### src/rtl/whole_word_text_search_core_macros.svh
// Assertion macros for the whole-word text search core.
// No dependencies; included by the top level.
`ifndef WHOLE_WORD_TEXT_SEARCH_CORE_MACROS_SVH
`define WHOLE_WORD_TEXT_SEARCH_CORE_MACROS_SVH

// expr must hold at every clock edge out of reset
`define WWS_ASSERT_ALWAYS(label, clk, rst_n, expr, msg) \
    label: assert property (@(posedge clk) disable iff (!rst_n) (expr)) \
        else $error(msg);

// cons must hold in the same cycle as ante
`define WWS_ASSERT_IMPLIES(label, clk, rst_n, ante, cons, msg) \
    label: assert property (@(posedge clk) disable iff (!rst_n) (ante) |-> (cons)) \
        else $error(msg);

`endif

### src/rtl/wws_pkg.sv
// Shared types, constants and byte helpers for the whole-word text search core.
// No dependencies.
package wws_pkg;

    localparam int MAX_PATTERN_DEF  = 16;
    localparam int OFFSET_WIDTH_DEF = 24;
    localparam int LINE_W           = 25;
    localparam int HIT_OFF_W        = 24;
    localparam int CFG_IDX_W        = 3;
    localparam int CFG_DATA_W       = 64;
    localparam int LEN_REG_W        = 5;
    localparam int QUEUE_DEPTH      = 4;

    localparam logic [LINE_W-1:0] LINE_CAP = LINE_W'(1) << 24;

    localparam logic [7:0] ASCII_UNDERSCORE = 8'h5F;
    localparam logic [7:0] ASCII_NEWLINE    = 8'h0A;

    typedef enum logic [CFG_IDX_W-1:0] {
        CFG_PATTERN_LOW    = 3'd0,
        CFG_PATTERN_HIGH   = 3'd1,
        CFG_PATTERN_LENGTH = 3'd2,
        CFG_IGNORE_CASE    = 3'd3
    } t_cfg_idx;

    typedef struct packed {
        logic [7:0] text_byte;
        logic       last_byte;
    } t_in_word;

    typedef struct packed {
        logic                 is_hit;
        logic [LINE_W-1:0]    hit_line;
        logic [LINE_W-1:0]    hit_column;
        logic [HIT_OFF_W-1:0] hit_offset;
        logic                 doc_done;
    } t_out_word;

    // Everything one text byte produces: up to two hits and the done marker
    typedef struct packed {
        logic                 pend_hit;
        logic [LINE_W-1:0]    pend_line;
        logic [LINE_W-1:0]    pend_column;
        logic [HIT_OFF_W-1:0] pend_offset;
        logic                 last_hit;
        logic [LINE_W-1:0]    last_line;
        logic [LINE_W-1:0]    last_column;
        logic [HIT_OFF_W-1:0] last_offset;
        logic                 doc_done;
    } t_job;

    function automatic logic is_word_byte(input logic [7:0] c);
        return (c >= 8'h30 && c <= 8'h39) || (c >= 8'h41 && c <= 8'h5A) ||
               (c >= 8'h61 && c <= 8'h7A) || (c == ASCII_UNDERSCORE);
    endfunction

    function automatic logic [7:0] fold_byte(input logic [7:0] c, input logic ign);
        if (ign && c >= 8'h41 && c <= 8'h5A) begin
            return c + 8'd32;
        end
        return c;
    endfunction

endpackage

### src/rtl/whole_word_text_search_core.sv
// Whole-word text search core: one document byte per cycle in. Every byte
// is taken in the cycle it arrives while the job queue has room; a byte that
// yields results puts one job in a 4-entry queue, and the back end sends one
// result word per cycle unless the output stalls. First words pass through the
// queue and output register; a byte yielding two or three words (hit plus done
// marker) holds the back end until all are sent. The queue absorbs short bursts;
// input stall rises only when it is full. Uses wws_pkg and the macros header.
`include "whole_word_text_search_core_macros.svh"

module whole_word_text_search_core
    import wws_pkg::*;
#(
    parameter int MAX_PATTERN  = MAX_PATTERN_DEF,
    parameter int OFFSET_WIDTH = OFFSET_WIDTH_DEF
) (
    input  logic                  i_clk,
    input  logic                  i_rst_n,
    input  logic                  i_cfg_valid,
    output logic                  o_cfg_ready,
    input  logic [CFG_IDX_W-1:0]  i_cfg_index,
    input  logic [CFG_DATA_W-1:0] i_cfg_data,
    input  logic                  i_in_valid,
    output logic                  o_in_stall,
    input  t_in_word              i_in_word,
    output logic                  o_out_valid,
    input  logic                  i_out_stall,
    output t_out_word             o_out_word
);

    logic                             q_push;
    t_job                             q_job;
    logic                             q_pop;
    logic                             q_head_valid;
    t_job                             q_head;
    logic                             q_full;
    logic [$clog2(QUEUE_DEPTH+1)-1:0] q_count;

    assign o_cfg_ready = 1'b1;
    assign o_in_stall  = q_full;

    wws_front #(
        .MAX_PATTERN  (MAX_PATTERN),
        .OFFSET_WIDTH (OFFSET_WIDTH)
    ) u_front (
        .i_clk       (i_clk),
        .i_rst_n     (i_rst_n),
        .i_cfg_valid (i_cfg_valid),
        .i_cfg_index (i_cfg_index),
        .i_cfg_data  (i_cfg_data),
        .i_in_valid  (i_in_valid),
        .i_in_word   (i_in_word),
        .i_q_full    (q_full),
        .o_push      (q_push),
        .o_job       (q_job)
    );

    wws_queue u_queue (
        .i_clk        (i_clk),
        .i_rst_n      (i_rst_n),
        .i_push       (q_push),
        .i_job        (q_job),
        .i_pop        (q_pop),
        .o_head_valid (q_head_valid),
        .o_head       (q_head),
        .o_full       (q_full),
        .o_count      (q_count)
    );

    wws_back u_back (
        .i_clk        (i_clk),
        .i_rst_n      (i_rst_n),
        .i_head_valid (q_head_valid),
        .i_head       (q_head),
        .o_pop        (q_pop),
        .o_out_valid  (o_out_valid),
        .o_out_word   (o_out_word),
        .i_out_stall  (i_out_stall)
    );

    `WWS_ASSERT_ALWAYS(a_queue_bound, i_clk, i_rst_n, q_count <= QUEUE_DEPTH, "queue count over depth")
    `WWS_ASSERT_IMPLIES(a_hit_xor_done, i_clk, i_rst_n, o_out_valid, o_out_word.is_hit != o_out_word.doc_done, "word is neither hit nor done marker")
    `WWS_ASSERT_IMPLIES(a_done_zero, i_clk, i_rst_n, o_out_valid && o_out_word.doc_done, o_out_word.hit_line == '0 && o_out_word.hit_offset == '0, "done marker carries position")
    `WWS_ASSERT_IMPLIES(a_hit_pos, i_clk, i_rst_n, o_out_valid && o_out_word.is_hit, o_out_word.hit_line != '0 && o_out_word.hit_column != '0, "hit with zero line or column")

endmodule

### src/rtl/wws_front.sv
// Front end: config registers, text window, position counters and match test.
// Turns each accepted byte that yields a result into one queue job. Depends on wws_pkg.
module wws_front
    import wws_pkg::*;
#(
    parameter int MAX_PATTERN  = MAX_PATTERN_DEF,
    parameter int OFFSET_WIDTH = OFFSET_WIDTH_DEF
) (
    input  logic                  i_clk,
    input  logic                  i_rst_n,
    input  logic                  i_cfg_valid,
    input  logic [CFG_IDX_W-1:0]  i_cfg_index,
    input  logic [CFG_DATA_W-1:0] i_cfg_data,
    input  logic                  i_in_valid,
    input  t_in_word              i_in_word,
    input  logic                  i_q_full,
    output logic                  o_push,
    output t_job                  o_job
);

    localparam int LEN_W = $clog2(MAX_PATTERN + 1);
    localparam int CNT_W = OFFSET_WIDTH + 1;

    logic [63:0]          r_pat_low;
    logic [63:0]          r_pat_high;
    logic [LEN_REG_W-1:0] r_pat_len;
    logic                 r_ign;

    logic [7:0]        r_wb [MAX_PATTERN];
    logic [LINE_W-1:0] r_wl [MAX_PATTERN];
    logic [LINE_W-1:0] r_wc [MAX_PATTERN];

    logic [CNT_W-1:0]     r_bcount, n_bcount;
    logic [CNT_W-1:0]     r_resume, n_resume;
    logic [LINE_W-1:0]    r_line, n_line;
    logic [LINE_W-1:0]    r_col, n_col;
    logic                 r_pend_valid, n_pend_valid;
    logic                 r_pend_front, n_pend_front;
    logic [LINE_W-1:0]    r_pend_line;
    logic [LINE_W-1:0]    r_pend_col;
    logic [HIT_OFF_W-1:0] r_pend_off;

    logic                 accept;
    logic [7:0]           c;
    logic                 last;
    logic [127:0]         pat_vec;
    logic [LEN_W-1:0]     len_eff;
    logic [7:0]           w  [MAX_PATTERN+1];
    logic [LINE_W-1:0]    wl [MAX_PATTERN];
    logic [LINE_W-1:0]    wc [MAX_PATTERN];
    logic                 all_eq;
    logic [7:0]           front_byte;
    logic [LINE_W-1:0]    start_line;
    logic [LINE_W-1:0]    start_col;
    logic [CNT_W-1:0]     off_p1;
    logic [CNT_W-1:0]     len_ext;
    logic [CNT_W-1:0]     start;
    logic                 in_range;
    logic                 match_ok;
    logic                 front_ok;
    logic                 pend_fire;
    logic                 last_fire;

    assign accept  = i_in_valid && !i_q_full;
    assign c       = i_in_word.text_byte;
    assign last    = i_in_word.last_byte;
    assign pat_vec = {r_pat_high, r_pat_low};

    always_comb begin
        if (r_pat_len > LEN_REG_W'(MAX_PATTERN)) begin
            len_eff = LEN_W'(MAX_PATTERN);
        end else begin
            len_eff = LEN_W'(r_pat_len);
        end
    end

    // window as it stands once this byte is shifted in
    always_comb begin
        logic [3:0] pidx;
        pidx       = '0;
        all_eq     = 1'b1;
        front_byte = '0;
        start_line = '0;
        start_col  = '0;
        w[0]  = c;
        wl[0] = r_line;
        wc[0] = r_col;
        for (int k = 1; k <= MAX_PATTERN; k++) begin
            w[k] = r_wb[k-1];
        end
        for (int k = 1; k < MAX_PATTERN; k++) begin
            wl[k] = r_wl[k-1];
            wc[k] = r_wc[k-1];
        end
        // window position j lines up with pattern byte len-1-j
        for (int j = 0; j < MAX_PATTERN; j++) begin
            if (j < int'(len_eff)) begin
                pidx = 4'(int'(len_eff) - 1 - j);
                if (fold_byte(w[j], r_ign) != fold_byte(pat_vec[pidx*8 +: 8], r_ign)) begin
                    all_eq = 1'b0;
                end
            end
        end
        for (int k = 0; k <= MAX_PATTERN; k++) begin
            if (k == int'(len_eff)) begin
                front_byte = w[k];
            end
        end
        for (int k = 0; k < MAX_PATTERN; k++) begin
            if (k == int'(len_eff) - 1) begin
                start_line = wl[k];
                start_col  = wc[k];
            end
        end
    end

    assign in_range = !r_bcount[OFFSET_WIDTH];
    assign off_p1   = r_bcount + CNT_W'(1);
    assign len_ext  = CNT_W'(len_eff);
    assign start    = off_p1 - len_ext;
    assign match_ok = (len_eff != '0) && in_range && (off_p1 >= len_ext) &&
                      (start >= r_resume) && all_eq;
    assign front_ok = (start == '0) || !is_word_byte(front_byte);

    assign pend_fire = r_pend_valid && r_pend_front && !is_word_byte(c);
    assign last_fire = match_ok && last && front_ok;

    always_comb begin
        o_job.pend_hit    = pend_fire;
        o_job.pend_line   = r_pend_line;
        o_job.pend_column = r_pend_col;
        o_job.pend_offset = r_pend_off;
        o_job.last_hit    = last_fire;
        o_job.last_line   = start_line;
        o_job.last_column = start_col;
        o_job.last_offset = HIT_OFF_W'(start);
        o_job.doc_done    = last;
    end

    assign o_push = accept && (pend_fire || last_fire || last);

    always_comb begin
        n_bcount     = r_bcount;
        n_resume     = r_resume;
        n_line       = r_line;
        n_col        = r_col;
        n_pend_valid = r_pend_valid;
        n_pend_front = r_pend_front;
        if (accept) begin
            if (last) begin
                n_bcount     = '0;
                n_resume     = '0;
                n_line       = LINE_W'(1);
                n_col        = LINE_W'(1);
                n_pend_valid = 1'b0;
                n_pend_front = 1'b0;
            end else begin
                if (in_range) begin
                    n_bcount = off_p1;
                end
                if (match_ok) begin
                    n_resume = off_p1;
                end
                if (c == ASCII_NEWLINE) begin
                    if (r_line < LINE_CAP) begin
                        n_line = r_line + LINE_W'(1);
                    end
                    n_col = LINE_W'(1);
                end else if (r_col < LINE_CAP) begin
                    n_col = r_col + LINE_W'(1);
                end
                n_pend_valid = match_ok;
                n_pend_front = match_ok && front_ok;
            end
        end
    end

    always_ff @(posedge i_clk) begin
        if (!i_rst_n) begin
            r_pat_low    <= '0;
            r_pat_high   <= '0;
            r_pat_len    <= LEN_REG_W'(1);
            r_ign        <= 1'b0;
            r_bcount     <= '0;
            r_resume     <= '0;
            r_line       <= LINE_W'(1);
            r_col        <= LINE_W'(1);
            r_pend_valid <= 1'b0;
            r_pend_front <= 1'b0;
        end else begin
            if (i_cfg_valid) begin
                unique case (i_cfg_index)
                    CFG_PATTERN_LOW:    r_pat_low  <= i_cfg_data;
                    CFG_PATTERN_HIGH:   r_pat_high <= i_cfg_data;
                    CFG_PATTERN_LENGTH: r_pat_len  <= i_cfg_data[LEN_REG_W-1:0];
                    CFG_IGNORE_CASE:    r_ign      <= i_cfg_data[0];
                    default: ;
                endcase
            end
            r_bcount     <= n_bcount;
            r_resume     <= n_resume;
            r_line       <= n_line;
            r_col        <= n_col;
            r_pend_valid <= n_pend_valid;
            r_pend_front <= n_pend_front;
        end
    end

    always_ff @(posedge i_clk) begin
        if (accept) begin
            for (int k = 0; k < MAX_PATTERN; k++) begin
                r_wb[k] <= w[k];
                r_wl[k] <= wl[k];
                r_wc[k] <= wc[k];
            end
            if (match_ok && !last) begin
                r_pend_line <= start_line;
                r_pend_col  <= start_col;
                r_pend_off  <= HIT_OFF_W'(start);
            end
        end
    end

endmodule

### src/rtl/wws_queue.sv
// Short job queue between front and back ends, register based.
// Depends on wws_pkg.
module wws_queue
    import wws_pkg::*;
(
    input  logic                              i_clk,
    input  logic                              i_rst_n,
    input  logic                              i_push,
    input  t_job                              i_job,
    input  logic                              i_pop,
    output logic                              o_head_valid,
    output t_job                              o_head,
    output logic                              o_full,
    output logic [$clog2(QUEUE_DEPTH+1)-1:0]  o_count
);

    localparam int PTR_W = $clog2(QUEUE_DEPTH);
    localparam int CNT_W = $clog2(QUEUE_DEPTH + 1);

    t_job             r_mem [QUEUE_DEPTH];
    logic [PTR_W-1:0] r_wr, n_wr;
    logic [PTR_W-1:0] r_rd, n_rd;
    logic [CNT_W-1:0] r_count, n_count;

    assign o_head_valid = (r_count != '0);
    assign o_head       = r_mem[r_rd];
    assign o_full       = (r_count == CNT_W'(QUEUE_DEPTH));
    assign o_count      = r_count;

    always_comb begin
        n_wr    = r_wr;
        n_rd    = r_rd;
        n_count = r_count;
        if (i_push) begin
            n_wr = (r_wr == PTR_W'(QUEUE_DEPTH - 1)) ? '0 : r_wr + PTR_W'(1);
        end
        if (i_pop) begin
            n_rd = (r_rd == PTR_W'(QUEUE_DEPTH - 1)) ? '0 : r_rd + PTR_W'(1);
        end
        if (i_push && !i_pop) begin
            n_count = r_count + CNT_W'(1);
        end else if (i_pop && !i_push) begin
            n_count = r_count - CNT_W'(1);
        end
    end

    always_ff @(posedge i_clk) begin
        if (!i_rst_n) begin
            r_wr    <= '0;
            r_rd    <= '0;
            r_count <= '0;
        end else begin
            r_wr    <= n_wr;
            r_rd    <= n_rd;
            r_count <= n_count;
        end
    end

    always_ff @(posedge i_clk) begin
        if (i_push) begin
            r_mem[r_wr] <= i_job;
        end
    end

endmodule

### src/rtl/wws_back.sv
// Back end: unpacks each queued job into result words, one per cycle while the
// output is not stalled, through the output register. Depends on wws_pkg.
module wws_back
    import wws_pkg::*;
(
    input  logic      i_clk,
    input  logic      i_rst_n,
    input  logic      i_head_valid,
    input  t_job      i_head,
    output logic      o_pop,
    output logic      o_out_valid,
    output t_out_word o_out_word,
    input  logic      i_out_stall
);

    logic [2:0] r_sent, n_sent;
    logic       r_out_valid, n_out_valid;
    t_out_word  r_out_word;

    logic [2:0] parts;
    logic [2:0] remain;
    logic [2:0] sel;
    logic       load;
    t_out_word  pick;

    // bit 0 pending hit, bit 1 hit on the final byte, bit 2 done marker
    assign parts  = {i_head.doc_done, i_head.last_hit, i_head.pend_hit};
    assign remain = parts & ~r_sent;
    assign load   = i_head_valid && (!r_out_valid || !i_out_stall);

    always_comb begin
        pick = '0;
        priority if (remain[0]) begin
            sel             = 3'b001;
            pick.is_hit     = 1'b1;
            pick.hit_line   = i_head.pend_line;
            pick.hit_column = i_head.pend_column;
            pick.hit_offset = i_head.pend_offset;
        end else if (remain[1]) begin
            sel             = 3'b010;
            pick.is_hit     = 1'b1;
            pick.hit_line   = i_head.last_line;
            pick.hit_column = i_head.last_column;
            pick.hit_offset = i_head.last_offset;
        end else begin
            sel           = 3'b100;
            pick.doc_done = 1'b1;
        end
    end

    assign o_pop = load && ((remain & ~sel) == 3'b000);

    always_comb begin
        n_sent      = r_sent;
        n_out_valid = r_out_valid;
        if (load) begin
            n_out_valid = 1'b1;
            n_sent      = o_pop ? 3'b000 : (r_sent | sel);
        end else if (!i_out_stall) begin
            n_out_valid = 1'b0;
        end
    end

    always_ff @(posedge i_clk) begin
        if (!i_rst_n) begin
            r_sent      <= '0;
            r_out_valid <= 1'b0;
        end else begin
            r_sent      <= n_sent;
            r_out_valid <= n_out_valid;
        end
    end

    always_ff @(posedge i_clk) begin
        if (load) begin
            r_out_word <= pick;
        end
    end

    assign o_out_valid = r_out_valid;
    assign o_out_word  = r_out_word;

endmodule
### config.mk
export PLATFORM = sky130hd
export DESIGN_NAME = whole_word_text_search_core
export DESIGN_NICKNAME = d
export VERILOG_FILES = /design/src/rtl/wws_pkg.sv /design/src/rtl/whole_word_text_search_core.sv /design/src/rtl/wws_front.sv /design/src/rtl/wws_queue.sv /design/src/rtl/wws_back.sv
export VERILOG_INCLUDE_DIRS = /design/src /design/src/rtl
export SDC_FILE = /design/constraint.sdc
export NUM_CORES = 2
export LEC_CHECK = 0
export ABC_AREA = 1
export CORE_MARGIN = 4
export CORE_UTILIZATION = 39
export DETAILED_ROUTE_END_ITERATION = 12
export DONT_BUFFER_PORTS = 1
export SYNTH_ARGS = -nofsm -noshare
export SYNTH_HDL_FRONTEND = slang
export SYNTH_SLANG_ARGS = --single-unit
### constraint.sdc
create_clock -name i_clk -period 56.6 [get_ports i_clk]
set_clock_uncertainty 0.05 [all_clocks]
set_input_delay 11.32 -clock i_clk [delete_from_list [all_inputs] [get_ports i_clk]]
set_output_delay 11.32 -clock i_clk [all_outputs]
set_load 0.03 [all_outputs]
==> results.md <==
- H-tree Lvls: 4
- Fin util: 43.5%
- Vias in the first global route: 57800
- GRT Overall Usage: 19.5%
- Ys flop type: edfxtp_1
- Clock Sinks: 1881
- Met1 GRT Util: 29.1%
- Fillers: 20800
- Flop-to-flop setup slack: 47.29 ns
- Die width: 480 um
- LEAKAGE: 35.4 nW
- Unrepaired setup endpoints after global routing: no
- First-pass GRT wire length: 353 mm
- Total negative setup slack: 0 ns
- Status: complete, no violations
- Dpl cells: 11500
- Post-detailed-routing wire length: 233 mm
- Multi-input gate area: 28500 um2
- Synth Instances: 8943
- Final cell count without fillers: 11900
- Post-layout min period: 15.57 ns
- Die height: 480 um
- Fmax: 64.2 MHz
- # Post-CTS Setup Buffers: 0
- Post-synth top area cell: edfxtp_1
- PD cells: 41.1 nW/um2
- Drt first pass iters: 7
- Yosys warns: 0
- Worst-Margin Slew: 1.37 ns
- Syn Std Cell Area: 86800 um2
- GR Overflow Total: 0
- VDD IR-drop max: 28.8 uV
- # IOs: 160
- Max-slew headroom: 8.02%
- DRC viols: 0
- WS Path Type: in -> reg
- DR WL/cell: 19.6 um
- Later-pin clock latency in the skew report: 0.86 ns
- Post-synth ARST share: 0%
- Rows: 172
- Pins over their slew limit: 0
- Core area: 221000 um2
- Worst Path Required: 57.02 ns
- Most Crowded Layer GR: met2
- Grt met3 use: 2.90%
- Seq cells post-synth: 1881
- Reg area: 54000 um2
- Final Wtd Congestion: 0.976
- Crit share post-route: 27.5%
- Initial antenna violation count: 6
- Initial DRC Count: 6013
- CTS tree: built
- GR Util met2: 29.8%
- Initial Util: 39.3%
- Clk slew on worst S/H paths: 0.06 ns
- Routed Antenna Nets: 0
- CTS buffer count: 194
- Area contributors post-synth: edfxtp_1, nand2_1, o21ai_0
- Nets: 8955
- # setup viols final: 0
- Deepest clock path buffer count: 3
- Critical Path Fanout Max: 172
- Synth top area share: 56.5%
- Synth unique cells: 61
- Post-CTS Hold Buffers: 0
- Arrival time worst endpoint: 15.99 ns
- Via-to-Cell Ratio: 5.25
- Fin. Hold Viols: 0
- Max incr delay on CP: 0.79 ns
- CP cell instances: inv_1 > nor2_4 > buf_4 > buf_4 > buf_4 > buf_4 > buf_4 > buf_12
- Commonest cells in the netlist: nand2_1, edfxtp_1, o21ai_0
- Worst min-delay path category: reg -> reg
- Slowest cell on the critical path: buf_4
- Max Cap Viol: 0
- Most frequent cell after synthesis: nand2_1
- Vias: 62400
- Number of flops mapped to enable cells by yosys: 1632
- Area delta synth->final: 10.5%
- Count of input and output buffers: 0
- Cts repair resizes: 0
- Critical path endpoint category: flip-flop
- Synth Area per Inst: 9.70 um2
- Die Area: 230000 um2
- Proportion of synthesized chip area in sequential cells: 62.2%
- Final HPWL DP: 158 mm
- Syn Nets: 9119
- Largest net degree at the start of global routing: 173
- Share of post-route cells with drive strength above 1: 5.87%
- Worst path most repeated cell: buf_4
- Kind of start point of the critical path: primary input
- Clock root buffer: clkbuf_16
-- critical path, delay by kind of cell --
family	cells	cell delay (ns)
buffers and inverters	7	4.14
and+or+nand+nor	1	0.14
-- per-stage QoR --
stage               cell area (um2)  hold slack (ns)  setup slack [ns]  power [mW]
finish                        95900            0.331             41.03        3.94
global route                  95900            0.334             40.72        4.13
CTS                           95900            0.323             41.05        3.97
detailed placement            89500            0.376             40.14        2.71
global placement              89500            0.371             40.21        2.69
floorplan                     86800            0.368             10.65        2.50
-- power by group --
group,switching [mW],total (mW),internal [mW]
Sequential,0.143,1.91,1.77
Combinational,0.569,0.770,0.201
Clock,0.548,1.26,0.713
-- worst paths after layout --
check,start,to,cells after the start
hold reg to reg,u_front.r_wl[1][68]$_DFFE_PP_,u_front.r_wl[1][93]$_DFFE_PP_,0
setup reg to reg,u_front.r_pat_len[4]$_SDFFE_PN0P_,u_front.r_resume[21]$_SDFFE_PN0P_,32
hold / removal,u_front.r_wl[1][68]$_DFFE_PP_,u_front.r_wl[1][93]$_DFFE_PP_,0
setup / recovery,i_in_valid,u_front.r_wl[1][157]$_DFFE_PP_,8
-- routing by layer --
metal  part of all wire (%)  vias up
met5                 0.0052        -
met4                    2.4        2
met3                    6.3      361
met2                     44     1815
met1                     47    29800
li1                       -    30500
-- state kept, by name (all words and copies together), names as in the netlist, 2 cells and up, named ones only --
signal,count
u_front.r_pat_low,64
u_front.r_resume,25
u_front.r_pat_len,5
u_front.r_line,25
u_front.r_wb,128
u_back.o_out_word,76
u_front.r_wc,375
u_front.r_pend_off,24
u_front.r_wl,375
u_queue.r_rd,2
u_front.r_bcount,25
u_front.r_pend_line,25
u_front.r_pat_high,64
u_back.r_sent,3
u_front.r_pend_col,25
u_queue.o_count,3
u_queue.r_wr,2
u_front.r_col,25
u_queue.r_mem,604
-- area by class of cell --
type | count | area share (%)
sequential | 1881 | 56.3
timing repair buffer | 89 | 0.736
clock inverter | 94 | 1.14
tap | 2958 | 3.86
antenna | 1 | 0.00261
multi-input combinational | 5923 | 29.8
clock buffer | 265 | 5.46
inverter | 690 | 2.71
-- kinds of logic (layout without fill, tap and decap cells) --
| kind of cell | count (synthesis) | in the layout | synth area share (%) |
|---|---|---|---|
| AOI/OAI and AO/OA | 2042 | 2042 | 12.7 |
| xor gates and xnor gates | 112 | 112 | 1.18 |
| adders and majority gates | 95 | 95 | 1.39 |
| buffers and inverters | 1139 | 1138 | 5.12 |
| DFF | 1881 | 1881 | 62.2 |
| muxes | 2 | 2 | 0.0231 |
| other | 1 | 2 | 0.00432 |
| and+or+nand+nor | 3671 | 3671 | 17.4 |
-- cells in the final DEF (no fill, tap or decap), types with 86 or more instances in the layout --
cell type	count
dfxtp_1	247
o21ai_1	93
o22ai_1	151
xor2_1	94
ha_1	92
clkbuf_16	194
nand3_1	415
edfxtp_1	1632
a21oi_1	541
nand2_1	2042
nor2_1	900
buf_4	86
or2_2	87
inv_1	658
o21ai_0	1061
Note: power is estimated with default switching activity, not from simulation.
